[src/design/i2cbt_pkg.sv]
package i2cbt_pkg;

	// operand width of the shared divider
	localparam int unsigned DATA_W = 32;

	// noise filter stages assumed in the bus timing
	localparam int unsigned FILTER_STAGES = 4;

	// per-side overhead in divided clocks: shift 0, other shifts
	localparam int unsigned OVH_SHIFT0 = 3 + FILTER_STAGES;
	localparam int unsigned OVH_OTHER  = 2 + FILTER_STAGES;

	// legal range of low plus high count
	localparam int unsigned MIN_SUM = 2 * (FILTER_STAGES + 1);
	localparam int unsigned MAX_SUM = 62;

	// clocks per bit never exceed this once the range check passes
	localparam int unsigned PB_W = 7;
	localparam int unsigned SUM_W = 6;
	localparam int unsigned CNT_W = 5;
	localparam int unsigned SHIFT_W = 3;

	localparam logic [SHIFT_W-1:0] LAST_SHIFT = 3'd7;

	typedef enum logic [2:0] {
		ST_IDLE,
		ST_PREP,
		ST_DIV1,
		ST_DIV2,
		ST_CMP
	} state_t;

endpackage

[src/design/i2c_bit_timing_search.sv]
// Sequence, from the accepting edge to the result beat: a zero wanted rate fails at
// once; otherwise each shift tried is dropped when the divided clock is below the rate,
// after the first division when that is out of range, or after both divisions run.
// Throughput: one item at a time; busy drops in the cycle of the result beat.
// Reset: arst_n clears the sequencer and the done strobe; no clearing pass.
// The result beat lasts one cycle; the receiver cannot stall it.
module i2c_bit_timing_search
	import i2cbt_pkg::*;
(
	input  logic                clk,
	input  logic                arst_n,
	input  logic                start,
	output logic                busy,
	input  logic [DATA_W-1:0]   clock_hz,
	input  logic [DATA_W-1:0]   wanted_rate_hz,
	output logic                done,
	output logic                status,
	output logic [SHIFT_W-1:0]  prescale_shift,
	output logic [CNT_W-1:0]    low_count,
	output logic [CNT_W-1:0]    high_count
);

	localparam int unsigned ERR_W = DATA_W + 4;   // room for err * 10

	state_t state_q, state_d;

	// item operands and per-shift working values
	logic [DATA_W-1:0]  clk_q;
	logic [DATA_W-1:0]  rate_q;
	logic [SHIFT_W-1:0] shift_q;
	logic [DATA_W-1:0]  div_clk_q;
	logic [PB_W-1:0]    per_bit_q;
	logic [DATA_W-1:0]  err_q;

	// result beat
	logic               done_q;
	logic               status_q;
	logic [SHIFT_W-1:0] shift_out_q;
	logic [CNT_W-1:0]   low_q;
	logic [CNT_W-1:0]   high_q;

	// shared divider hookup
	logic               div_start;
	logic [DATA_W-1:0]  div_a;
	logic [DATA_W-1:0]  div_b;
	logic               div_done;
	logic [DATA_W-1:0]  quo;

	// sequencer decisions
	logic               accept;
	logic               skip;
	logic               last;
	logic               found;
	logic               fail;

	// datapath helpers
	logic [DATA_W-1:0]  shifted;
	logic [DATA_W-1:0]  twice_ovh;
	logic [DATA_W-1:0]  pb_lo;
	logic [DATA_W-1:0]  pb_hi;
	logic [DATA_W-1:0]  err_d;
	logic [ERR_W-1:0]   err10;
	logic [SUM_W-1:0]   sum;
	logic [SUM_W-1:0]   twice_ovh_n;
	logic [CNT_W-1:0]   lo_cnt;
	logic [SUM_W-1:0]   hi_full;

	i2cbt_div #(
		.W(DATA_W)
	) u_div (
		.clk      (clk),
		.arst_n   (arst_n),
		.start    (div_start),
		.dividend (div_a),
		.divisor  (div_b),
		.done     (div_done),
		.quotient (quo)
	);

	// divided clock for the shift under test
	assign shifted = clk_q >> shift_q;

	// overhead is larger without the prescaler
	assign twice_ovh   = (shift_q == '0) ? DATA_W'(2 * OVH_SHIFT0) : DATA_W'(2 * OVH_OTHER);
	assign twice_ovh_n = twice_ovh[SUM_W-1:0];

	// clocks per bit must leave a sum inside MIN_SUM..MAX_SUM
	assign pb_lo = twice_ovh + DATA_W'(MIN_SUM);
	assign pb_hi = twice_ovh + DATA_W'(MAX_SUM);

	// |achieved - wanted|, taken when the second division ends
	assign err_d = (quo > rate_q) ? (quo - rate_q) : (rate_q - quo);

	// err * 10 as err * 8 + err * 2
	assign err10 = {1'b0, err_q, 3'b000} + {3'b000, err_q, 1'b0};

	// split of the sum: low gets the lower half
	assign sum     = SUM_W'(per_bit_q) - twice_ovh_n;
	assign lo_cnt  = sum[SUM_W-1:1];
	assign hi_full = sum - {1'b0, lo_cnt};

	assign last = (shift_q == LAST_SHIFT);

	always_ff @(posedge clk or negedge arst_n) begin
		if (!arst_n)
			state_q <= ST_IDLE;
		else
			state_q <= state_d;
	end

	always_comb begin
		state_d   = state_q;
		accept    = 1'b0;
		skip      = 1'b0;
		found     = 1'b0;
		div_start = 1'b0;
		div_a     = div_clk_q;
		div_b     = rate_q;
		case (state_q)
			ST_IDLE: begin
				if (start) begin
					accept = 1'b1;
					if (wanted_rate_hz != '0)
						state_d = ST_PREP;
				end
			end
			ST_PREP: begin
				// divided clock slower than the bus: shift cannot work
				if (shifted < rate_q) begin
					skip = 1'b1;
				end else begin
					div_start = 1'b1;
					div_a     = shifted;
					state_d   = ST_DIV1;
				end
			end
			ST_DIV1: begin
				if (div_done) begin
					if (quo inside {[pb_lo:pb_hi]}) begin
						// achieved rate = divided clock / clocks per bit
						div_start = 1'b1;
						div_b     = {{(DATA_W-PB_W){1'b0}}, quo[PB_W-1:0]};
						state_d   = ST_DIV2;
					end else begin
						skip = 1'b1;
					end
				end
			end
			ST_DIV2: begin
				if (div_done)
					state_d = ST_CMP;
			end
			ST_CMP: begin
				// within a tenth of the wanted rate
				if (err10 > {4'b0000, rate_q}) begin
					skip = 1'b1;
				end else begin
					found   = 1'b1;
					state_d = ST_IDLE;
				end
			end
			default: state_d = ST_IDLE;
		endcase
		if (skip)
			state_d = last ? ST_IDLE : ST_PREP;
	end

	// zero rate fails at once; otherwise fail after the last shift is dropped
	assign fail = (accept && (wanted_rate_hz == '0)) || (skip && last);

	always_ff @(posedge clk) begin
		if (accept) begin
			clk_q   <= clock_hz;
			rate_q  <= wanted_rate_hz;
			shift_q <= '0;
		end else if (skip && !last) begin
			shift_q <= shift_q + 1'b1;
		end
		if (state_q == ST_PREP)
			div_clk_q <= shifted;
		if ((state_q == ST_DIV1) && div_done)
			per_bit_q <= quo[PB_W-1:0];
		if ((state_q == ST_DIV2) && div_done)
			err_q <= err_d;
	end

	// result beat register
	always_ff @(posedge clk or negedge arst_n) begin
		if (!arst_n)
			done_q <= 1'b0;
		else
			done_q <= found || fail;
	end

	always_ff @(posedge clk) begin
		if (found) begin
			status_q    <= 1'b0;
			shift_out_q <= shift_q;
			low_q       <= lo_cnt;
			high_q      <= hi_full[CNT_W-1:0];
		end else if (fail) begin
			status_q    <= 1'b1;
			shift_out_q <= '0;
			low_q       <= '0;
			high_q      <= '0;
		end
	end

	assign busy           = (state_q != ST_IDLE);
	assign done           = done_q;
	assign status         = status_q;
	assign prescale_shift = shift_out_q;
	assign low_count      = low_q;
	assign high_count     = high_q;

endmodule

[src/design/i2cbt_div.sv]
module i2cbt_div
	import i2cbt_pkg::*;
#(
	parameter int unsigned W = DATA_W
) (
	input  logic         clk,
	input  logic         arst_n,
	input  logic         start,
	input  logic [W-1:0] dividend,
	input  logic [W-1:0] divisor,
	output logic         done,
	output logic [W-1:0] quotient
);

	localparam int unsigned CW = (W > 1) ? $clog2(W) : 1;
	localparam logic [CW-1:0] LAST = CW'(W - 1);

	logic          run_q;
	logic          done_q;
	logic [CW-1:0] cnt_q;
	logic [W-1:0]  rem_q;
	logic [W-1:0]  dq_q;    // dividend bits shift out, quotient bits shift in
	logic [W-1:0]  dvs_q;

	logic [W:0]    trial;
	logic [W:0]    diff;
	logic          ge;

	// one restoring step per cycle
	assign trial = {rem_q, dq_q[W-1]};
	assign diff  = trial - {1'b0, dvs_q};
	assign ge    = (trial >= {1'b0, dvs_q});

	always_ff @(posedge clk or negedge arst_n) begin
		if (!arst_n) begin
			run_q  <= 1'b0;
			done_q <= 1'b0;
			cnt_q  <= '0;
		end else if (start) begin
			run_q  <= 1'b1;
			done_q <= 1'b0;
			cnt_q  <= '0;
		end else begin
			done_q <= run_q && (cnt_q == LAST);
			if (run_q) begin
				cnt_q <= cnt_q + 1'b1;
				if (cnt_q == LAST)
					run_q <= 1'b0;
			end
		end
	end

	always_ff @(posedge clk) begin
		if (start) begin
			rem_q <= '0;
			dq_q  <= dividend;
			dvs_q <= divisor;
		end else if (run_q) begin
			rem_q <= ge ? diff[W-1:0] : trial[W-1:0];
			dq_q  <= {dq_q[W-2:0], ge};
		end
	end

	assign done     = done_q;
	assign quotient = dq_q;

endmodule
[config.mk]
export PLATFORM = sky130hd
export DESIGN_NAME = i2c_bit_timing_search
export DESIGN_NICKNAME = d
export VERILOG_FILES = /design/src/design/i2cbt_pkg.sv /design/src/design/i2c_bit_timing_search.sv /design/src/design/i2cbt_div.sv
export SDC_FILE = /design/constraint.sdc
export NUM_CORES = 1
export LEC_CHECK = 0
export BUFFER_PORTS_ARGS = -buffer_cell sky130_fd_sc_hd__buf_2
export CORE_MARGIN = 2
export CORE_UTILIZATION = 65
export CTS_BUF_LIST = sky130_fd_sc_hd__clkbuf_4
export DETAILED_ROUTE_END_ITERATION = 10
export PLACE_DENSITY = 0.83
export REMOVE_ABC_BUFFERS = 1
export SYNTH_ARGS = -nofsm -noshare
export SYNTH_HDL_FRONTEND = slang
export SYNTH_SLANG_ARGS = --single-unit
[constraint.sdc]
create_clock -name clk -period 6.4 [get_ports clk]
set_input_delay 0.64 -clock clk [delete_from_list [all_inputs] [get_ports clk]]
set_output_delay 0.64 -clock clk [all_outputs]
set_load 0.02 [all_outputs]
* Word level (Yosys, flattened, before mapping)
Cells that the tools add are included.
** Storage, ports and cells
- Output and inout bits :: 16
- Logic and storage cells :: 110
- Register bits :: 258
** Operators by class
- Order comparisons :: 6
- Equality and inequality tests :: 13
- Reductions and logical operators :: 18
- Mux-type cells :: 44
- Shifts and indexed selects :: 1
- Add/sub/neg operators :: 10
** Operator list (number)
- $mux W32 :: 9
- $sub A32 B32 Y32 :: 3
- $add A35 B33 Y36 :: 1
- $gt A36 B32 Y1 :: 1
- $ge A33 B32 Y1 :: 1
- $ge A32 B5 Y1 :: 1
- $gt A32 B32 Y1 :: 1
- $le A32 B7 Y1 :: 1
- $logic_not A32 Y1 :: 1
- $lt A32 B32 Y1 :: 1
- $reduce_bool A32 Y1 :: 1
- $shr A32 B3 Y32 :: 1
- $mux W3 :: 10
- $mux W5 :: 5
- $mux W1 :: 16
- $ne A3 B3 Y1 const B :: 5
- $pmux W3 S5 :: 1
- $add A4 B6 Y7 const B :: 1
- $logic_and A1 B1 Y1 :: 7
- $reduce_and A7 Y1 :: 1
- $eq A3 B2 Y1 const B :: 2
- $eq A3 B3 Y1 const B :: 2
- $logic_not A3 Y1 :: 2
- $ne A3 B2 Y1 const B :: 2
- other kinds (14) :: 16

* Logic depth before layout (Yosys ltp)
- Depth after elaboration :: 12
- Depth in mapped cells :: 23
- Gate-level depth less buffers :: 23

* By module
From an unflattened synthesis, not the netlist that was laid out.
** Unflattened totals
- Cells, all modules :: 1968
- Area, all modules :: 19317.3 um2
** Modules (own cells, without submodules)
- i2c_bit_timing_search :: area an instance 13558.0 um2, instances 1, cells each 1404
- i2cbt_div :: area an instance 5759.3 um2, instances 1, cells each 564

* Least setup slack after synthesis
OpenSTA, ideal clock, no wires.
- Path kind :: register to register
- From :: reg err_q[2]
- To :: reg high_q[0], in the netlist high_count[0] (enable)
- Required time :: 6.029 ns
- Path buffers :: 1
- Setup time :: 0.371 ns
- Path slack :: 0.731 ns
- Arrival time :: 5.298 ns
- Cell stages (with the launch flop) :: 24
- Cell sequence :: edfxtp_1 ha_1 fa_1 a211oi_1 nor2_1 o21ai_0 o31ai_1 a21boi_0 o21bai_1 a21oi_1 o31ai_1 a21oi_1 xnor2_1 ha_1 nand4_1 nor4_1 nand4_1 a32o_1 nor4_1 o311ai_0 nor4_1 nand3_1 clkbuf_1 nand3_1
** On the way
- Word-level cells in the longest chain between the ends :: 7
** Ends and longest elaborated chain
- start: declaration :: RTL line i2c_bit_timing_search.sv:33 : logic [DATA_W-1:0] err_q;
- start signal: assignment :: RTL line i2c_bit_timing_search.sv:184 : err_q <= err_d;
- $add A35 B33 Y36 (*) :: RTL line i2c_bit_timing_search.sv:95 : assign err10 = {1'b0, err_q, 3'b000} + {3'b000, err_q, 1'b0};
- $gt A36 B32 Y1 (*) :: RTL line i2c_bit_timing_search.sv:155 : if (err10 > {4'b0000, rate_q}) begin
- $mux W1 :: RTL line i2c_bit_timing_search.sv:155
- $pmux W1 S3 :: RTL line i2c_bit_timing_search.sv:119 : case (state_q)
- $logic_and A1 B1 Y1 :: RTL line i2c_bit_timing_search.sv:169 : assign fail = (accept && (wanted_rate_hz == '0)) || (skip && last);
- $logic_or A1 B1 Y1 :: RTL line i2c_bit_timing_search.sv:169
- $reduce_bool A2 Y1 (no line) (*)
- end signal: assignment :: RTL line i2c_bit_timing_search.sv:200 : high_q <= hi_full[CNT_W-1:0];
- end: declaration :: RTL line i2c_bit_timing_search.sv:40 : logic [CNT_W-1:0] high_q;
Every way passes the cells marked *; elsewhere a longest branch is shown, timed or not.
A chain may end at the register's enable or synchronous reset.

* Worst setup path after layout
- From :: reg err_q[2]
- To :: reg shift_q[2]
** On the way
- Word-level cells in the longest chain between the ends :: 5
** Ends and longest elaborated chain
- $add A35 B33 Y36 :: RTL line i2c_bit_timing_search.sv:95
- $gt A36 B32 Y1 :: RTL line i2c_bit_timing_search.sv:155
- $mux W1 :: RTL line i2c_bit_timing_search.sv:155
- $pmux W1 S3 :: RTL line i2c_bit_timing_search.sv:119
- $logic_and A1 B1 Y1 :: RTL line i2c_bit_timing_search.sv:176 : end else if (skip && !last) begin
- end signal: assignment :: RTL line i2c_bit_timing_search.sv:177 : shift_q <= shift_q + 1'b1;
- end: declaration :: RTL line i2c_bit_timing_search.sv:30 : logic [SHIFT_W-1:0] shift_q;
No other way between the ends.

==> results.cfg <==
[outcome]
status = finished, final reports clean

[clocking]
clk_latency_ns = 0.72
clkTransAtPathRegs_ns = 0.07
cts_tree = done
cts_inserted_buffers = 71
cts.path.max_buffers = 3
cts-root-buf = clkbuf_4
clock_sinks = 258
cts_max_level = 3

[synth]
synth.area.top_cells = edfxtp_1 (33%), ha_1 (13%), a21oi_1 (6.0%), nand2_1 (4.4%), o21ai_0 (3.8%)
yosysWarnings = 0
synth_cells = 2034
synth_top_family_by_area = compound AO/OA/AOI/OAI gates
ys_seq_area_frac = 0.386
synthAdderAreaFrac = 0.138
synth_xor_area_frac = 0.0415
synth_top_area_frac = 0.334
synth_edf_count = 211
synthArstFlopShare = 0.0426
synthMuxAreaShare = 0.0434
synth_flop_cell = edfxtp_1
synthesis.area_sq_um = 19000
synth_area_per_cell_sq_um = 9.33
synth_cell_types = 80
synthSimpleGateAreaFrac = 0.141
synth_compound_area_frac = 0.201
yosysTopAreaCell = edfxtp_1
synth.ff_latch_count = 258

[routing]
drc = 0
wirelength_um = 48700
drtIter0Drc = 1195
drtPass1Iterations = 6
via_count = 16000
post_drt_wl_per_cell_um = 19.0
viasPerCell = 6.26
ant_nets = 0

[global_routing]
overflow = 0
antenna_found_initial = 1
grt_pass1_wl_um = 77800
groute.usage.overall = 0.320
grt_max_degree = 68
first_global_vias = 15500

[setup_path]
crit_arrival_ns = 6.47
critical_path_class = flop to flop
cp-start-kind = flop
critical_path.max_fanout = 4
cp.required_ns = 6.98
critPathCaptureType = flop

[placement]
dp_hpwl_um = 37600
io_buffers = 82
gp_congestion = 0.954
post-place-ws_ns = 0.343

[pwr]
max-vdd-ir-drop_mv = 0.395
power_mw = 10.3
p_leak_nw = 8.76
power_density_nw_per_um2 = 498

[die]
io_pins = 83
rows = 62
die_w_um = 175
initial_core_util = 0.662
fp.dieArea_sq_um = 30600
die_h_um = 175
coreArea_sq_um = 28700

[cells_and_area]
fillers = 2188
multi_input_area_sq_um = 10800
areaGrowthSynthToFinish_pct = 8.69
drive_gt1_frac = 0.122
final-seq-area_sq_um = 7330
final_nets = 2391

[sta]
slew_headroom = 0.244
tns_ns = 0
finalWorstSetupSlack_ns = 0.502
rsz0062_at_grt = no
post-route-period-util = 0.922
finalMaxSlewViolations = 0
fin_crit_ns = 5.90
setup_viol = 0
final-hold-violation-count = 0
worst_pin_slew_ns = 1.13
max_clock_freq_ghz = 0.170
final.setup_skew_ns = 0.0440

[min_path]
hp-class = input pin to flop

[job]
maxCapViolCount = 0
## where the power goes
group,internal (mW),switching [mW]
clock network,0.891,0.702
logic,2.34,3.45
registers,2.50,0.407
total,5.73,4.56
## worst max-delay path, stage by stage, from the launching register on
cell and delay, ns:
edfxtp_1 0.36, ha_1 0.22, fa_1 0.25, a211oi_1 0.09, nor2_1 0.23, o21ai_2 0.13, o31ai_1 0.55, a21boi_0 0.18
buf_4 0.19, o21bai_1 0.16, a21oi_1 0.15, o31ai_1 0.27, a21oi_1 0.12, xnor2_1 0.13, ha_1 0.29, nand4_1 0.14
nor4_2 0.37, nand4_1 0.17, a32o_1 0.27, nor4_1 0.16, o311ai_0 0.17, nor4_1 0.25, buf_4 0.23, o221ai_1 0.14
nand2b_1 0.21, mux2_2 0.36
## area by class of cell
class                   instances  share of cell area
clock buffers                 101              0.0367
inverters                     137              0.0249
diodes                          1            0.000121
multi-input cells            1547               0.522
repair buffers                102              0.0273
flip-flops and latches        258               0.355
clock inverters                27              0.0104
well taps                     384              0.0233
## through the flow
step / util / hold slack (ns) / std cells / area [sq um]
finish: 0.719 / 0.0906 / 2557 / 20600
global route: 0.719 / 0.0492 / 2557 / 20600
CTS: 0.719 / 0.0354 / 2556 / 20600
detailed placement: 0.684 / 0.456 / 2427 / 19600
global placement: 0.684 / 0.450 / 2427 / 19600
floorplan: - / 0.344 / 1942 / 18600
## state kept, by name, summed over array words and instances, names as in the netlist
name            cells
err_q              32
status              1
rate_q             32
u_div.done          1
done                1
u_div.run_q         1
prescale_shift      3
u_div.rem_q        32
u_div.cnt_q         5
state_q             3
low_count           5
u_div.quotient     32
u_div.dvs_q        32
shift_q             3
per_bit_q           6
high_count          5
div_clk_q          32
clk_q              32
## metal layers
layer  wire (um)  track usage  up-vias
met3        3550       0.0498      128
met1       19900        0.412     7543
met5           0            0        -
li1            -            -     7673
met2       23300        0.538      656
met4        1910        0.136        0
## worst paths after layout
check | startpoint | end | slack (ns) | cells past startpoint
min in group asynchronous | arst_n | state_q[0]$_DFFE_PN0P_ | 0.37 | 2
setup reg to reg | err_q[2]$_DFFE_PP_ | shift_q[2]$_SDFFE_PP0P_ | 0.50 | 25
hold reg to reg | status$_SDFFE_PP0P_ | status$_SDFFE_PP0P_ | 0.47 | 2
setup / recovery | err_q[2]$_DFFE_PP_ | shift_q[2]$_SDFFE_PP0P_ | 0.50 | 25
hold / removal | clock_hz[27] | clk_q[27]$_DFFE_PP_ | 0.09 | 1
max in group asynchronous | arst_n | state_q[1]$_DFFE_PN0P_ | 5.77 | 2
## cell families (layout without fill, tap and decap cells)
group | after synthesis | in the layout
AO/OA/AOI/OAI | 619 | 619
AND/OR/NAND/NOR | 575 | 575
flip-flops | 258 | 258
buffers and inverters | 229 | 367
adder cells (fa/ha/maj) | 207 | 207
XOR/XNOR | 90 | 90
multiplexers | 56 | 56
other | 0 | 1
## placed cells by master (no fill, tap or decap), drive strengths merged, types with 35 or more instances in the layout
cell    instances
nand4          38
xor2           35
nand2         224
nor2          131
edfxtp        211
buf           101
o21ai         147
a21o           54
xnor2          55
ha            202
dfxtp          36
inv           136
clkbuf        101
nand3          35
a21oi         229
## timing repair
| action | in CTS | in global routing |
|---|---|---|
| endpoints found under the setup margin | 0 | 32 |
| setup buffers | 0 | 0 |
| hold endpoints to repair | 11 | 0 |
| resized for setup | 0 | 3 |
| hold buffers | 1 | 0 |
## cells in the mapped netlist, types with 6 or more instances
cell type  instances
nand2b_1          18
o211ai_1          18
a21oi_1          226
dfxtp_1           36
or3_1              6
ha_1             202
nor4_1            22
xnor2_1           55
o21a_1            31
nor2b_1           25
nor3_1            32
mux2_2             6
inv_1            134
and2_1            14
nor2_1           131
mux4_2            20
nand4_1           36
a211o_1            6
clkbuf_1          55
o31ai_1           15
a211oi_1          15
nand2_1          224
a31oi_1           16
dfrtp_1           11
o21ai_0          146
o21bai_1          21
and3_1            11
buf_1             12
nand3_1           35
and4_1             9
buf_2             17
xor2_1            35
mux2i_1           29
edfxtp_1         211
o221ai_1           6
a21o_1            54
Power figures use the tool's default switching activity.
